[src/sccf_pkg.sv]
// ----------------------------------------------------------------------------
// sccf_pkg: shared types for the cycle member flagger
// Beat payloads, controller states and the command/status groups that join
// the controller to the search datapath.
// ----------------------------------------------------------------------------
`timescale 1ns / 1ps
`default_nettype none

package sccf_pkg;

  typedef logic [5:0] node_t;
  typedef logic [6:0] count_t;

  typedef struct packed {
    node_t edge_source;
    node_t edge_target;
    logic  edge_present;
    logic  last_item;
  } edge_item_t;

  typedef struct packed {
    node_t node_id;
    logic  in_cycle;
    logic  last_node;
  } flag_item_t;

  typedef enum logic [3:0] {
    ST_LOAD,
    ST_START,
    ST_SCAN,
    ST_CMP,
    ST_POP,
    ST_RET,
    ST_RET1,
    ST_RET2,
    ST_EMIT,
    ST_CLEAR
  } state_t;

  typedef struct packed {
    logic load;
    logic job_init;
    logic start_inc;
    logic visit_start;
    logic push;
    logic step;
    logic cmp;
    logic close;
    logic pop;
    logic ret;
    logic ret1;
    logic ret2;
    logic emit;
    logic clear;
  } cmd_t;

  typedef struct packed {
    logic n_zero;
    logic start_done;
    logic start_visited;
    logic found;
    logic v_visited;
    logic v_onstk;
    logic root;
    logic pop_last;
    logic depth_one;
    logic emit_last;
    logic out_free;
  } status_t;

endpackage

`default_nettype wire

[src/sccf_ctrl.sv]
// ----------------------------------------------------------------------------
// sccf_ctrl: search sequencer
// Steps through edge loading, the depth-first component search, result
// emission and the closing clear.
// ----------------------------------------------------------------------------
`timescale 1ns / 1ps
`default_nettype none

module sccf_ctrl (
  input  wire              clk,
  input  wire              rst,
  input  wire              edge_valid,
  input  wire              last_item,
  input  sccf_pkg::status_t status,
  output logic             edge_stall,
  output sccf_pkg::cmd_t   cmd
);

  sccf_pkg::state_t state;
  sccf_pkg::state_t state_next;

  always_ff @(posedge clk) begin
    if (rst) begin
      state <= sccf_pkg::ST_LOAD;
    end else begin
      state <= state_next;
    end
  end

  always_comb begin
    state_next = state;
    case (state)
      sccf_pkg::ST_LOAD: begin
        if (edge_valid && last_item) state_next = sccf_pkg::ST_START;
      end
      sccf_pkg::ST_START: begin
        if (status.start_done) begin
          state_next = status.n_zero ? sccf_pkg::ST_CLEAR : sccf_pkg::ST_EMIT;
        end else if (!status.start_visited) begin
          state_next = sccf_pkg::ST_SCAN;
        end
      end
      sccf_pkg::ST_SCAN: begin
        if (status.found) begin
          if (status.v_visited && status.v_onstk) state_next = sccf_pkg::ST_CMP;
        end else begin
          state_next = status.root ? sccf_pkg::ST_POP : sccf_pkg::ST_RET;
        end
      end
      sccf_pkg::ST_CMP:  state_next = sccf_pkg::ST_SCAN;
      sccf_pkg::ST_POP: begin
        if (status.pop_last) state_next = sccf_pkg::ST_RET;
      end
      sccf_pkg::ST_RET: begin
        state_next = status.depth_one ? sccf_pkg::ST_START : sccf_pkg::ST_RET1;
      end
      sccf_pkg::ST_RET1: state_next = sccf_pkg::ST_RET2;
      sccf_pkg::ST_RET2: state_next = sccf_pkg::ST_SCAN;
      sccf_pkg::ST_EMIT: begin
        if (status.out_free && status.emit_last) state_next = sccf_pkg::ST_CLEAR;
      end
      sccf_pkg::ST_CLEAR: state_next = sccf_pkg::ST_LOAD;
      default: state_next = sccf_pkg::ST_LOAD;
    endcase
  end

  always_comb begin
    cmd        = '0;
    edge_stall = 1'b1;
    case (state)
      sccf_pkg::ST_LOAD: begin
        edge_stall   = 1'b0;
        cmd.load     = edge_valid;
        cmd.job_init = 1'b1;
      end
      sccf_pkg::ST_START: begin
        cmd.start_inc   = !status.start_done && status.start_visited;
        cmd.visit_start = !status.start_done && !status.start_visited;
      end
      sccf_pkg::ST_SCAN: begin
        cmd.step  = status.found;
        cmd.push  = status.found && !status.v_visited;
        cmd.close = !status.found && status.root;
      end
      sccf_pkg::ST_CMP:   cmd.cmp = 1'b1;
      sccf_pkg::ST_POP:   cmd.pop = 1'b1;
      sccf_pkg::ST_RET: begin
        cmd.ret       = 1'b1;
        cmd.start_inc = status.depth_one;
      end
      sccf_pkg::ST_RET1:  cmd.ret1 = 1'b1;
      sccf_pkg::ST_RET2:  cmd.ret2 = 1'b1;
      sccf_pkg::ST_EMIT:  cmd.emit = status.out_free;
      sccf_pkg::ST_CLEAR: cmd.clear = 1'b1;
      default: cmd = '0;
    endcase
  end

endmodule

`default_nettype wire

[config.mk]
export PLATFORM = sky130hd
export DESIGN_NAME = sccf_ctrl
export DESIGN_NICKNAME = d
export VERILOG_FILES = /design/src/sccf_pkg.sv /design/src/sccf_ctrl.sv
export SDC_FILE = /design/constraint.sdc
export NUM_CORES = 1
export LEC_CHECK = 0
export ABC_CLOCK_PERIOD_IN_PS = 2900
export BUFFER_PORTS_ARGS = -buffer_cell sky130_fd_sc_hd__buf_2
export CORE_MARGIN = 4
export CORE_UTILIZATION = 25
export DETAILED_ROUTE_END_ITERATION = 7
export GPL_ROUTABILITY_DRIVEN = 0
export GPL_TIMING_DRIVEN = 0
export HOLD_SLACK_MARGIN = 0.15
export PLACE_DENSITY = 0.53
export SYNTH_ARGS = -nofsm -noshare
export SYNTH_HDL_FRONTEND = slang
export SYNTH_SLANG_ARGS = --single-unit
[constraint.sdc]
create_clock -name clk -period 2.9 [get_ports clk]
set_input_delay 0.29 -clock clk [delete_from_list [all_inputs] [get_ports clk]]
set_output_delay 0.29 -clock clk [all_outputs]
set_load 0.005 [all_outputs]
==> flow_summary.yaml <==
die:
  initial_utilization_pct: 27.02
  num_rows: 15
  die_h_um: 51.67
  dieArea_sq_mm: 0.002669
  pin_count: 30
  coreArea_sq_mm: 0.001764
  die_w_um: 51.67
logic_synthesis:
  ys_types: 32
  yosysMostFrequentCell: "nand2_1"
  synth_seq_cells: 4
  synth-edff-count: 0
  yosys.area.top_type: "dfxtp_1"
  synthTopCellsByArea: "dfxtp_1 (17%), buf_6 (7.1%), nand2_1 (6.3%)"
  netlist_area_sq_um: 476.7
  syn_avg_cell_area_sq_um: 7.449
  postSynthCellCount: 64
  synth-main-ff-cell: "dfxtp_1"
  yosysTopAreaCellShare_pct: 16.80
  synth_warnings: 0
  syn-num-nets: 79
  async_flop_share_pct: 0
  synth_common_cells: "nand2_1 (8), inv_1 (5), nor2_1 (5)"
  ys_seq_area_share_pct: 16.80
cts:
  hold_buffers: 0
  clock-sinks: 4
  cts_tree: "done"
  h-tree-depth: 1
  cts_setup_buffers: 0
  cts_buffers: 3
  root_buffer: "clkbuf_4"
  path_clk_slew_ps: 40
  ctsResizeCount: 0
  cts_buffer_depth: 2
  insertion_delay_ps: 230
sta:
  fin_ws_ps: 1160
  slew_viol_final: 0
  max_freq_ghz: 0.5748
  rsz0062_at_grt: "no"
  post-route-period-util_pct: 59.99
  finalSetupTns_ps: 0
  hold_viol: 0
  worst_clock_skew_ps: 2.578
  slew_headroom_pct: 69.25
  setup_violations: 0
  min_period_ps: 1740
  hold_ws_ps: 279.6
  worst_pin_slew_ps: 454.8
pwr:
  combPwrFrac_pct: 49.8
  cellPowerDensity_mw_per_mm2: 404.7
  max-vdd-ir-drop_v: 0.0001670
  p_int_w: 0.0001787
  p_leak_nw: 0.3338
  p_sw_w: 0.00009474
  netSwitchingFraction_pct: 34.65
  clkPwrFrac_pct: 24.4
  seqPwrFrac_pct: 25.9
cells_and_area:
  layout.nets: 113
  largest_reg_flops: 4
  antenna_cells_inserted: 0
  largest_registers: "state (4)"
  drive_gt1_share_pct: 43.75
  synthToLayoutAreaGrowth_pct: 41.73
  top_register: "state"
drt:
  wl_mm: 1.333
  wl_met3_um: 122
  wl_met2_um: 577
  wl_met1_um: 633
  vias: 548
  first_pass_iters: 4
  wire_per_inst_um: 11.02
  ant_nets: 0
  via_per_inst: 4.529
  first_iter_violations: 6
  top_layer: "met3"
  drc_errors: 0
global_route:
  grt_pass1_vias: 499
  antenna_found_initial: 0
  grt_pass1_wl_mm: 2.076
  overflow: 0
  grt.total_usage_pct: 10.00
  grt_max_degree: 11
worst_setup_path:
  critPathMaxStageDelay_ps: 380
  cp_max_fo: 5
  slowest_stage: "nor4b_2"
  required_ps: 2610
  crit_arrival_ps: 1450
  crit_chain: "nor4b_2 > and2_1 > nor2b_1 > buf_2"
  critical_path_class: "register to output port"
  worst_setup_path_start_kind: "register"
  cp-end-kind: "output port"
placed_design:
  place_ws_ps: 1402
  post-dp-hpwl_mm: 1.115
  port_buffers: 29
run:
  cap_violations: 0
status:
  status: "completed"
min_path:
  min-delay-path-class: "input pin to register"
-- through the flow --
| stage | instance area (sq um) | total power (W) | instances | utilization [%] |
|---|---|---|---|---|
| 2_1_floorplan | 476.7 | 0.0001639 | 64 | - |
| 3_3_place_gp | 653.1 | 0.0002087 | 118 | 37.02 |
| 3_5_place_dp | 653.1 | 0.0002081 | 118 | 37.02 |
| 4_1_cts | 675.6 | 0.0002776 | 121 | 38.30 |
| 5_1_grt | 675.6 | 0.0002986 | 121 | 38.30 |
| 6_report | 675.6 | 0.0002734 | 121 | 38.30 |
-- path summary, 6_finish.rpt --
check,start,end,slack [ps],cells after the start
min reg2reg,state[1],state[3],640,3
min,rst,state[1],280,2
max reg2reg,state[0],state[1],1400,5
max,state[0],cmd[9],1160,4
-- routing by layer --
layer / up-vias / track usage [%]
met1: 231 / 14.19
met2: 22 / 14.83
li1: 295 / -
met5: - / 0
met3: 0 / 3.438
met4: 0 / 1.310
-- critical path: cells and delay by family, from the launching register on --
kind,cells,cell delay (ps)
flops,1,350
buf+inv,1,110
simple gates,3,760
-- power by group through the flow --
stage               sequential [W]  combinational (W)  clock (W)
floorplan                0.0000695          0.0000945          0
global placement         0.0000716           0.000137          0
detailed placement       0.0000713           0.000137          0
CTS                      0.0000705           0.000137  0.0000699
global route             0.0000718           0.000152  0.0000743
finish                   0.0000707           0.000136  0.0000666
-- logic make-up after synthesis --
group / count (synthesis) / synth area share [%]
AOI/OAI and AO/OA: 13 / 20.47
buffers and inverters: 9 / 12.60
DFF: 4 / 16.80
muxes: 1 / 2.100
and+or+nand+nor: 37 / 48.03
-- final cells by class --
| class | count | area (sq um) |
|---|---|---|
| plain buffers | 4 | 41.29 |
| clock buffers | 3 | 22.52 |
| fillers | 213 | 1089 |
| inverters | 5 | 18.77 |
| multi-input cells | 51 | 336.6 |
| flip-flops and latches | 4 | 80.08 |
| well taps | 25 | 31.28 |
| repair buffers | 29 | 145.1 |
-- placed cells by master (no fill, tap or decap), types with 2 or more instances in the layout --
cell type	netlist	final
a21oi_1	3	3
a2bb2oi_1	3	3
and2_1	3	3
buf_2	0	29
buf_6	3	3
clkbuf_4	0	3
dfxtp_1	4	4
inv_1	5	5
nand2_1	8	8
nand3_1	2	2
nor2_1	5	5
nor2b_1	2	2
nor3_1	3	3
nor3b_1	2	2
nor4b_1	2	2
(Power assumes the default switching activity.)
